## config.mk

```make
export PLATFORM = sky130hd
export DESIGN_NAME = rte_ctrl
export DESIGN_NICKNAME = d
export VERILOG_FILES = /design/src/rtl/rte_pkg.sv /design/src/rtl/rte_ctrl.sv
export VERILOG_INCLUDE_DIRS = /design/src /design/src/rtl
export SDC_FILE = /design/constraint.sdc
export NUM_CORES = 1
export LEC_CHECK = 0
export BUFFER_PORTS_ARGS = -buffer_cell sky130_fd_sc_hd__buf_2
export CORE_AREA = 2 2 39 41
export DETAILED_ROUTE_END_ITERATION = 6
export DIE_AREA = 0 0 41 43
export SETUP_SLACK_MARGIN = 0.1
export SYNTH_ARGS = -nofsm -noshare
export SYNTH_HDL_FRONTEND = slang
export SYNTH_SLANG_ARGS = --single-unit
```

## constraint.sdc

```tcl
create_clock -name clk -period 1.1 [get_ports clk]
set_input_delay 0.275 -clock clk [delete_from_list [all_inputs] [get_ports clk]]
set_output_delay 0.275 -clock clk [all_outputs]
set_load 0.02 [all_outputs]
```

## src/rtl/assert_macros.svh

```systemverilog
// Assertion macros used by the route table engine controller.
// Each macro expects clk and rst_n in scope.
`ifndef ASSERT_MACROS_SVH
`define ASSERT_MACROS_SVH

// Same-cycle implication.
`define RTE_ASSERT_IMP(lbl, ante, cons, msg) \
    lbl: assert property (@(posedge clk) disable iff (!rst_n) (ante) |-> (cons)) \
        else $error(msg);

// Next-cycle implication.
`define RTE_ASSERT_NXT(lbl, ante, cons, msg) \
    lbl: assert property (@(posedge clk) disable iff (!rst_n) (ante) |=> (cons)) \
        else $error(msg);

`endif

```

## src/rtl/rte_pkg.sv

```systemverilog
// ----------------------------------------------------------------------------
// rte_pkg
// Types, codes and constants of the route table engine.
// ----------------------------------------------------------------------------
package rte_pkg;

    localparam int BUCKETS_DEF = 64;
    localparam int WAYS_DEF    = 4;

    localparam int CFG_W     = 16;
    localparam int CFG_IDX_W = 2;

    localparam logic [CFG_IDX_W-1:0] CFG_ACTIVE_TIMEOUT = 2'd0;
    localparam logic [CFG_IDX_W-1:0] CFG_DELETE_PERIOD  = 2'd1;
    localparam logic [CFG_IDX_W-1:0] CFG_REPAIR_MASK    = 2'd2;

    localparam logic [CFG_W-1:0] ACTIVE_TIMEOUT_RST = 16'd3000;
    localparam logic [CFG_W-1:0] DELETE_PERIOD_RST  = 16'd15000;
    localparam logic [CFG_W-1:0] REPAIR_MASK_RST    = 16'd2;

    localparam logic [2:0] OP_INSERT     = 3'd0;
    localparam logic [2:0] OP_FIND       = 3'd1;
    localparam logic [2:0] OP_UPDATE     = 3'd2;
    localparam logic [2:0] OP_INVALIDATE = 3'd3;
    localparam logic [2:0] OP_DELETE     = 3'd4;
    localparam logic [2:0] OP_TICK       = 3'd5;

    localparam logic [2:0] ST_OK        = 3'd0;
    localparam logic [2:0] ST_DUPLICATE = 3'd1;
    localparam logic [2:0] ST_NOT_FOUND = 3'd2;
    localparam logic [2:0] ST_INVALID   = 3'd3;
    localparam logic [2:0] ST_FULL      = 3'd4;

    localparam logic VALID   = 1'b1;
    localparam logic INVALID = 1'b0;

    // Route table slot, one per way of a bucket row.
    typedef struct packed {
        logic        used;
        logic [31:0] key;
        logic [31:0] gateway;
        logic [7:0]  hops;
        logic [31:0] seqno;
        logic [15:0] flags;
        logic        valid;
        logic [31:0] deadline;
        logic        armed;
    } entry_t;

    localparam int ENTRY_W = $bits(entry_t);

    // Controller to datapath.
    typedef struct packed {
        logic ready;
        logic hash_start;
        logic rd_en;
        logic exec;
        logic clear_en;
    } ctrl_cmd_t;

    // Datapath to controller.
    typedef struct packed {
        logic req_valid;
        logic hash_done;
        logic out_free;
        logic clear_last;
    } ctrl_stat_t;

endpackage

```

## src/rtl/rte_ctrl.sv

```systemverilog
// ----------------------------------------------------------------------------
// rte_ctrl
// Controller: clearing pass, request accept, bucket read, execute.
// ----------------------------------------------------------------------------
`include "assert_macros.svh"

module rte_ctrl (
    input  logic                clk,
    input  logic                rst_n,
    input  rte_pkg::ctrl_stat_t stat,
    output rte_pkg::ctrl_cmd_t  cmd
);

    typedef enum logic [3:0] {
        S_CLEAR = 4'b0001,
        S_IDLE  = 4'b0010,
        S_HASH  = 4'b0100,
        S_EXEC  = 4'b1000
    } state_t;

    state_t state_reg, state_next;

    always_comb
    begin
        cmd        = '0;
        state_next = state_reg;
        unique case (state_reg)
            S_CLEAR:
            begin
                cmd.clear_en = 1'b1;
                if (stat.clear_last)
                begin
                    state_next = S_IDLE;
                end
            end
            S_IDLE:
            begin
                cmd.ready      = 1'b1;
                cmd.hash_start = stat.req_valid;
                if (stat.req_valid)
                begin
                    if (stat.hash_done)
                    begin
                        cmd.rd_en  = 1'b1;
                        state_next = S_EXEC;
                    end
                    else
                    begin
                        state_next = S_HASH;
                    end
                end
            end
            S_HASH:
            begin
                if (stat.hash_done)
                begin
                    cmd.rd_en  = 1'b1;
                    state_next = S_EXEC;
                end
            end
            S_EXEC:
            begin
                // hold until the result register is free
                if (stat.out_free)
                begin
                    cmd.exec   = 1'b1;
                    state_next = S_IDLE;
                end
            end
            default:
            begin
                state_next = S_IDLE;
            end
        endcase
    end

    always_ff @(posedge clk or negedge rst_n)
    begin
        if (!rst_n)
        begin
            state_reg <= S_CLEAR;
        end
        else
        begin
            state_reg <= state_next;
        end
    end

    `RTE_ASSERT_NXT(a_read_then_exec, cmd.rd_en, state_reg == S_EXEC, "read not followed by execute")
    `RTE_ASSERT_IMP(a_one_ram_use, 1'b1, $onehot0({cmd.rd_en, cmd.exec, cmd.clear_en}), "RAM commands overlap")
    `RTE_ASSERT_IMP(a_exec_room, cmd.exec, stat.out_free, "execute with result register full")
    `RTE_ASSERT_IMP(a_no_accept_clear, cmd.clear_en, !cmd.ready, "request taken during clear")

endmodule

```

==> impl_results.md, run 1 <==
* Placed Cells at 60
* Worst Hold Path EP: state_reg[2]
* #FFs+latches synth at 4
* Final worst slack at -0.480 ns
* Drt drc at 0
* Clock Tree Buf Depth at 2
* Status: finished with violations
* Setup violations, final at 7
* Seq/Total Area, Yosys at 0.424
* Io pins at 11
* Clk slew on worst S/H paths at 0.04 ns
* # nets final at 57
* CTS Sinks at 4
* Largest delay share family, worst path: simple AND/OR/NAND/NOR gates
* Most frequent cells in the layout: buf_4 (11), buf_2 (5), clkbuf_4 (3), buf_6 (3)
* Hold path depth at 2
* Vias in the first global route at 286
* Setup TNS Final at -2.43 ns
* Worst path required time at 0.82 ns
* Syn_area_per_cell at 9.19 µm²
* Worst hold slack at 0.210 ns
* Buf/Inv on CP at 1
* CTS tree: built
* First-pass GRT wire length at 1180 µm
* Final Hold Vio Count at 0
* Antenna Nets Post-Route at 0
* Layout cells sized above 1 at 0.680
* GPL Wtd Cong at 0.745
* Drt first pass iters at 4
* Peak Freq at 0.633 GHz
* Syn_nets at 32
* Leak pwr at 0.000222 µW
* Synthesized instance count at 26
* Initial antenna violation count at 0
* Fin. max-slew vios at 0
* Worst-margin pin slew at 0.226 ns
* Routed vias/inst at 4.20
* Largest net degree at the start of global routing at 6
* Top cells by area, synth: dfrtp_1 (31%), dfstp_2 (11%), and2_1 (5.2%)
* Synthesized area at 239 µm²
* Wire length on met1 at 296 µm
* Simple-gate share of the synthesized area at 0.429
* Ys async rst share at 1.00
* Adder and majority gate portion of the synthesized area at 0
* Die width at 41 µm
* Initial DRC Count at 5
* Post-Synth XOR/XNOR Area at 0
* Via count at 277
* Final wirelength at 687 µm
* Largest family of logic cells by synthesized area: simple AND/OR/NAND/NOR gates
* Antenna cells at 0
* Die area at 1760 µm²
* WP depth at 4
* MaxCap Viol Count at 0
* R2r startpoint: state_reg[0]
* Multiplexer share of the synthesized area at 0.0419
* Worst min path class: in -> reg
* DR WL met2 at 346 µm
* Post-synth EDFFs at 0
* Crit path kind: reg -> out
* Clock Skews at 0.000598 ns
* Rows at 14
* Non-filler cells, final at 66
* Final HPWL DP at 533 µm
* Core Region at 1380 µm²
* Reg2reg setup slack at -0.17 ns
* RSZ-0062 raised after global routing: true
* Max reg flops at 4
* Setup crit end kind: output port
* Tcrit/Tclk final at 1.44
* Met3 WL post-DR at 25 µm
* Pwr Density at 2280 nW/µm²
* Most common cell after layout, fill and taps aside: buf_4
* Drt wl/cell at 10.4 µm
* Aggregate global routing overflow at 0
* Clock latency on the worst-skew pair at 0.23 ns
* H-tree depth at 1
* Top FF cell, synth: dfrtp_1
* Critical path fanouts, max at 5
* Yosys top cell area share at 0.314
* Post-layout min period at 1.58 ns
* Worst Path Arrival at 1.31 ns
* Dominant cell type by area after synthesis: dfrtp_1
* Ordered cell list for the critical path: or2_4 > nor3b_4 > and2_4 > buf_6
* Worst slew margin at 0.845
* Overall Global Routing Usage at 0.108
* Type of origin of the critical path: flop
* Synth-to-layout area growth at 106%
* R2r worst-path depth at 4
* Yosys warning count at 0
* CTS root buf: clkbuf_4
* Synth cell types at 19
* Die Height at 43 µm
* Hold_sp: stat[2]
* Slowest CP cell: dfstp_2
* Violated checks: setup timing
* IO Port Bufs at 10
* Compound-Gate Fraction of Synth Area at 0.105
* Max incr delay on CP at 0.37 ns
* Top sig layer: met4
* Initial core utilization at 0.173
* TritonCTS Buffers at 3
* Crit Reg-Reg Endpoint: state_reg[1]
* Peak supply drop at 697 µV
-- metrics by stage --
stage	util	setup slack (ns)	power (µW)	area, µm²
floorplan	-	-0.354	541	260
global placement	0.282	-0.273	775	390
detailed placement	0.282	-0.284	776	390
CTS	0.345	-0.492	1070	478
global route	0.355	-0.545	1200	492
finish	0.355	-0.480	1120	492
-- worst max-delay path by stage --
| stage | start | to | slack [ns] |
|---|---|---|---|
| 2_1_floorplan | state_reg[3] | cmd[3] | -0.35 |
| 3_3_place_gp | state_reg[0] | cmd[3] | -0.27 |
| 3_5_place_dp | state_reg[0] | cmd[3] | -0.28 |
| 4_1_cts | state_reg[0] | cmd[3] | -0.49 |
| 5_1_grt | state_reg[0] | cmd[3] | -0.54 |
| 6_report | state_reg[0] | cmd[3] | -0.48 |
-- synthesized netlist by cell type (2+ instances only) --
library cell,number
and2_1,2
nor2_1,3
nand2_1,2
nor3_1,2
dfrtp_1,3
-- kinds of logic after synthesis --
group | after synthesis
simple gates | 17
flops | 4
compound gates | 4
mux | 1
-- routing by layer --
layer / up-vias / global-route usage
li1: 141 / -
met5: - / 0
met3: 2 / 0
met1: 126 / 0.133
met4: 0 / 0.140
met2: 8 / 0.141
-- cell type report --
type                            count  area (µm²)
Sequential cell                     4         103
Fill cell                         155         892
Timing Repair Buffer               20         151
Clock buffer                        4        26.3
Tap cell                           16        20.0
Multi-Input combinational cell     22         191
-- power breakdown --
group          switching [µW]  leakage, µW  internal (µW)  total (µW)
Clock                    63.2    0.0000150            136         200
Combinational             292     0.000160            389         681
Sequential               48.5    0.0000468            189         238
-- timing repair --
action,4_1_cts,5_1_grt
hold buffers,1,0
hold endpoints to repair,3,0
gates resized for setup,12,2
pin swaps,3,0
setup endpoints to repair,9,9
setup buffers,1,1
(Power assumes the default switching activity.)
==> run 2: changes to the inputs <==
- CELL_PAD_IN_SITES_DETAIL_PLACEMENT: unset -> 0
- CELL_PAD_IN_SITES_GLOBAL_PLACEMENT: unset -> 1
- PLACE_DENSITY_LB_ADDON: unset -> 0.1
==> run 2 against run 1 <==
  * The run still ends with setup timing left
  * Routed wire length increased by 7.7%
  * First-iteration DRC count decreased by 80%
  * Worst setup slack got worse by 0.024 ns
  * Flip-flop and latch count unchanged
  * Global-route usage decreased by 0.58 points
  * Via count increased by 7.2%
  * Critical path depth unchanged
  * Die area unchanged
  * Final area increased by 9.2%
  * Non-clock buffer count increased by 3
  * Fmax decreased by 1.5%
  * Hold slack improved by 0.0070 ns
  * Critical path type unchanged
==> impl_results.md, run 2 (synthesized netlist as in run 1, its figures left out) <==
* Post-layout min period at 1.60 ns
* Worst hold slack at 0.217 ns
* Type of origin of the critical path: flop
* Worst Hold Path EP: state_reg[0]
* Most common cell after layout, fill and taps aside: buf_4
* Worst slew margin at 0.866
* Placement Cell Area at 398 µm²
* Final worst slack at -0.504 ns
* Final wirelength at 740 µm
* Leak pwr at 0.000239 µW
* Hold path depth at 2
* Crit path kind: reg -> out
* Final HPWL DP at 584 µm
* Peak Freq at 0.623 GHz
* Max reg flops at 4
* Routed vias/inst at 4.30
* Drt drc at 0
* GPL Wtd Cong at 0.695
* Via count at 297
* Die width at 41 µm
* TritonCTS Buffers at 3
* Status: finished with violations
* Worst path required time at 0.82 ns
* CTS Sinks at 4
* Fin. max-slew vios at 0
* Layout cells sized above 1 at 0.755
* Worst min path class: in -> reg
* R2r startpoint: state_reg[0]
* Die Height at 43 µm
* Non-filler cells, final at 69
* Vias in the first global route at 312
* Initial antenna violation count at 0
* Synth-to-layout area growth at 125%
* Dpl ws at -0.296 ns
* # nets final at 60
* Core Region at 1380 µm²
* Setup violations, final at 7
* First-pass GRT wire length at 1170 µm
* R2r worst-path depth at 4
* Clk slew on worst S/H paths at 0.03 ns
* Worst-margin pin slew at 0.196 ns
* Critical path fanouts, max at 5
* Most frequent cells in the layout: buf_4 (13), buf_2 (5), buf_6 (4)
* Final Hold Vio Count at 0
* H-tree depth at 1
* Antenna Nets Post-Route at 0
* Fin area at 537 µm²
* Pwr Density at 2270 nW/µm²
* Overall Global Routing Usage at 0.102
* Worst Path Arrival at 1.33 ns
* Crit Reg-Reg Endpoint: state_reg[1]
* IO Port Bufs at 10
* Aggregate global routing overflow at 0
* Placed Cells at 61
* Filler instances at 141
* Reg2reg setup slack at -0.21 ns
* Clock Tree Buf Depth at 2
* MaxCap Viol Count at 0
* Peak supply drop at 698 µV
* Drt first pass iters at 2
* Die area at 1760 µm²
* Antenna cells at 0
* Rows at 14
* Hold_sp: stat[0]
* Initial core utilization at 0.173
* Drt wl/cell at 10.7 µm
* Clock latency on the worst-skew pair at 0.23 ns
* Initial DRC Count at 1
* Tcrit/Tclk final at 1.46
* Clock Skews at 0.00723 ns
* Violated checks: setup timing
* CTS tree: built
* Largest net degree at the start of global routing at 6
* Design Power at 1220 µW
* CTS root buf: clkbuf_4
* Setup crit end kind: output port
* Io pins at 11
* RSZ-0062 raised after global routing: true
-- run 2: changes by cell type in the layout (fill, tap and decap cells not counted), sizes merged --
cell  delta
buf      +3
-- run 2: metrics by stage --
step	setup TNS, ns	utilization
2_1_floorplan	-0.875	-
3_5_place_dp	-1.63	0.288
4_1_cts	-2.77	0.376
6_report	-2.52	0.388
5_1_grt	-2.98	0.388
3_3_place_gp	-1.47	0.288
-- run 2: how the worst max path moves through the flow --
stage	slack, ns	startpoint	end	depth (start not counted)
after global routing	-0.56	state_reg[0]	cmd[0]	3
after CTS	-0.53	state_reg[0]	cmd[0]	3
after global placement	-0.28	state_reg[0]	cmd[3]	4
after floorplan	-0.35	state_reg[3]	cmd[3]	3
final	-0.50	state_reg[0]	cmd[3]	4
after detailed placement	-0.30	state_reg[0]	cmd[0]	3
-- run 2: cell type report --
class	count	area [µm²]	share of cell area
clock buffer	4	26.3	0.0490
multi-input combinational	22	209	0.389
sequential	4	104	0.193
tap	16	20.0	0.0373
timing repair buffer	23	178	0.331
-- run 2: metal layers --
layer / vias to the layer above / wire length (µm) / global-route usage
met4: 0 / 0 / 0.0800
met1: 141 / 275 / 0.0980
met3: 0 / 27 / 0.0157
li1: 149 / - / -
met2: 7 / 438 / 0.175
met5: - / 0 / 0
-- run 2: where the power goes --
part	leakage, µW	internal (µW)	total, µW	switching, µW
registers	0.0000459	193	255	61.8
clock network	0.0000150	136	196	60.1
logic	0.000178	450	766	316
-- run 2: worst max-delay path: stages (launching register included) --
cell and delay, ns:
dfstp_2 0.38, or2_4 0.26, nor3b_4 0.20, and2_4 0.16
buf_6 0.10
-- run 2: timing repair --
action | in CTS | in global routing
hold buffers | 1 | 0
resized for setup | 16 | 5
pin swaps | 3 | 5
hold endpoints to repair | 3 | 0
setup buffers | 3 | 1
endpoints found under the setup margin | 9 | 9
==> run 3: changes to the inputs <==
- SETUP_SLACK_MARGIN: 0.1 -> unset
==> run 3 against run 2 <==
  * The flow still finishes with violations (setup timing)
  * Largest power group unchanged
  * Highest routed layer unchanged
  * Fmax increased by 2.0%
  * Die area unchanged
  * Critical path depth decreased by 1
  * Combinational power decreased by 19%
  * Sequential share of layout area increased by 2.0 points
  * Flip-flop and latch count unchanged
  * Via count decreased by 14%
  * Worst setup slack improved by 0.031 ns
  * Hold slack got worse by 0.0027 ns
  * Cell count decreased by 5.8%
  * Power decreased by 14%
  * Non-clock buffer count decreased by 4
==> impl_results.md, run 3 (synthesized netlist as in run 1, its figures left out) <==
* Worst path required time at 0.82 ns
* Routed vias/inst at 3.91
* Largest net degree at the start of global routing at 6
* Via count at 254
* Filler instances at 150
* R2r worst-path depth at 4
* Drt wl/cell at 9.57 µm
* Core Region at 1380 µm²
* Synth-to-layout area growth at 101%
* Layout cells sized above 1 at 0.694
* CTS Sinks at 4
* Comb power frac at 0.592
* Die area at 1760 µm²
* Wire length on met1 at 237 µm
* Initial core utilization at 0.173
* Post-layout min period at 1.57 ns
* Clock Tree Buf Depth at 2
* Worst Path Arrival at 1.30 ns
* GPL Wtd Cong at 0.729
* Crit Reg-Reg Endpoint: state_reg[1]
* Drt drc at 0
* Largest delay share family, worst path: flip-flops
* Critical Path Source: state_reg[0]
* Sw Ratio at 0.371
* Setup violations, final at 7
* Clock latency on the worst-skew pair at 0.23 ns
* Placed Cells at 60
* Peak Freq at 0.636 GHz
* Most common cell after layout, fill and taps aside: buf_4
* H-tree depth at 1
* Antenna Nets Post-Route at 0
* Rows at 14
* Top sig layer: met3
* Fin. max-slew vios at 0
* TritonCTS Buffers at 3
* NetSw at 390 µW
* WP depth at 3
* Worst min path class: in -> reg
* Clock power share at 0.186
* Ordered cell list for the critical path: or2b_1 > nor3_2 > buf_4
* Initial DRC Count at 1
* Leak pwr at 0.000216 µW
* Die width at 41 µm
* RSZ-0062 raised after global routing: true
* Status: finished with violations
* Final wirelength at 622 µm
* Sequential share of power at 0.222
* Type of origin of the critical path: flop
* Met3 WL post-DR at 37 µm
* Internal power at 662 µW
* Drt first pass iters at 4
* Antenna cells at 0
* IO Port Bufs at 10
* # nets final at 56
* Max reg flops at 4
* Slowest CP cell: dfstp_2
* Setup crit end kind: output port
* Most frequent cells in the layout: buf_4 (10), buf_2 (6), clkbuf_4 (3)
* Buf/Inv on CP at 1
* Reg2reg setup slack at -0.19 ns
* Max incr delay on CP at 0.55 ns
* Hold_sp: stat[2]
* Io pins at 11
* MaxCap Viol Count at 0
* Peak supply drop at 786 µV
* Vias in the first global route at 254
* Clock Skews at 0.00665 ns
* Worst-margin pin slew at 0.251 ns
* Overall Global Routing Usage at 0.0877
* Critical path fanouts, max at 5
* Worst hold slack at 0.214 ns
* Crit path kind: reg -> out
* Final HPWL DP at 478 µm
* Pwr Density at 2190 nW/µm²
* Clk slew on worst S/H paths at 0.04 ns
* Aggregate global routing overflow at 0
* Non-filler cells, final at 65
* CTS tree: built
* Die Height at 43 µm
* CTS root buf: clkbuf_4
* Tcrit/Tclk final at 1.43
* Violated checks: setup timing
* R2r startpoint: state_reg[0]
* First-pass GRT wire length at 952 µm
* DR WL met2 at 347 µm
* Final worst slack at -0.473 ns
* Worst slew margin at 0.828
* Final Hold Vio Count at 0
* Initial antenna violation count at 0
* Crit path capture: cmd[0]
* Area occupied by multi-input gates at 194 µm²
* Reg area at 103 µm²
run 3: cell types whose count changed in the layout (fill, tap and decap cells not counted), sizes merged:
cell  before  now
buf       22   18
run 3: repair_timing:
action	4_1_cts	5_1_grt
buffers inserted	0	0
pin swaps	4	0
setup endpoints to repair	9	9
hold buffers	1	0
gates resized for setup	13	0
cloned	0	0
endpoints found under the hold margin	3	0
run 3: how the worst min path moves through the flow:
stage                    to  slack (ns)  depth (start not counted)
3_3_place_gp   state_reg[2]        0.08                          1
6_report       state_reg[2]        0.21                          2
3_5_place_dp   state_reg[1]        0.08                          1
5_1_grt        state_reg[2]        0.19                          2
2_1_floorplan  state_reg[1]       -0.02                          0
4_1_cts        state_reg[2]        0.20                          2
run 3: cell type report:
cell class,count,area share
repair buffers,19,0.286
flip-flops and latches,4,0.214
multi-input cells,22,0.404
well taps,16,0.0417
clock buffers,4,0.0547
run 3: metal layers:
layer,up-vias,GRT usage
met3,0,0.0157
met2,5,0.128
met1,109,0.0912
met5,-,0
li1,140,-
met4,0,0.100
run 3: per-stage QoR:
step	util	worst slack, ns	area, µm²	setup TNS, ns	total power, µW
after floorplan	-	-0.354	260	-0.875	541
after global placement	0.282	-0.290	390	-1.52	784
after detailed placement	0.282	-0.294	390	-1.43	779
after CTS	0.347	-0.491	480	-2.46	1070
after global routing	0.347	-0.548	480	-2.99	1150
final	0.347	-0.473	480	-2.37	1050
run 3: power by group through the flow:
stage	clock [µW]	combinational (µW)	sequential, µW
finish	196	623	234
floorplan	0	296	245
global placement	0	550	234
global route	229	675	242
CTS	208	627	235
detailed placement	0	543	236
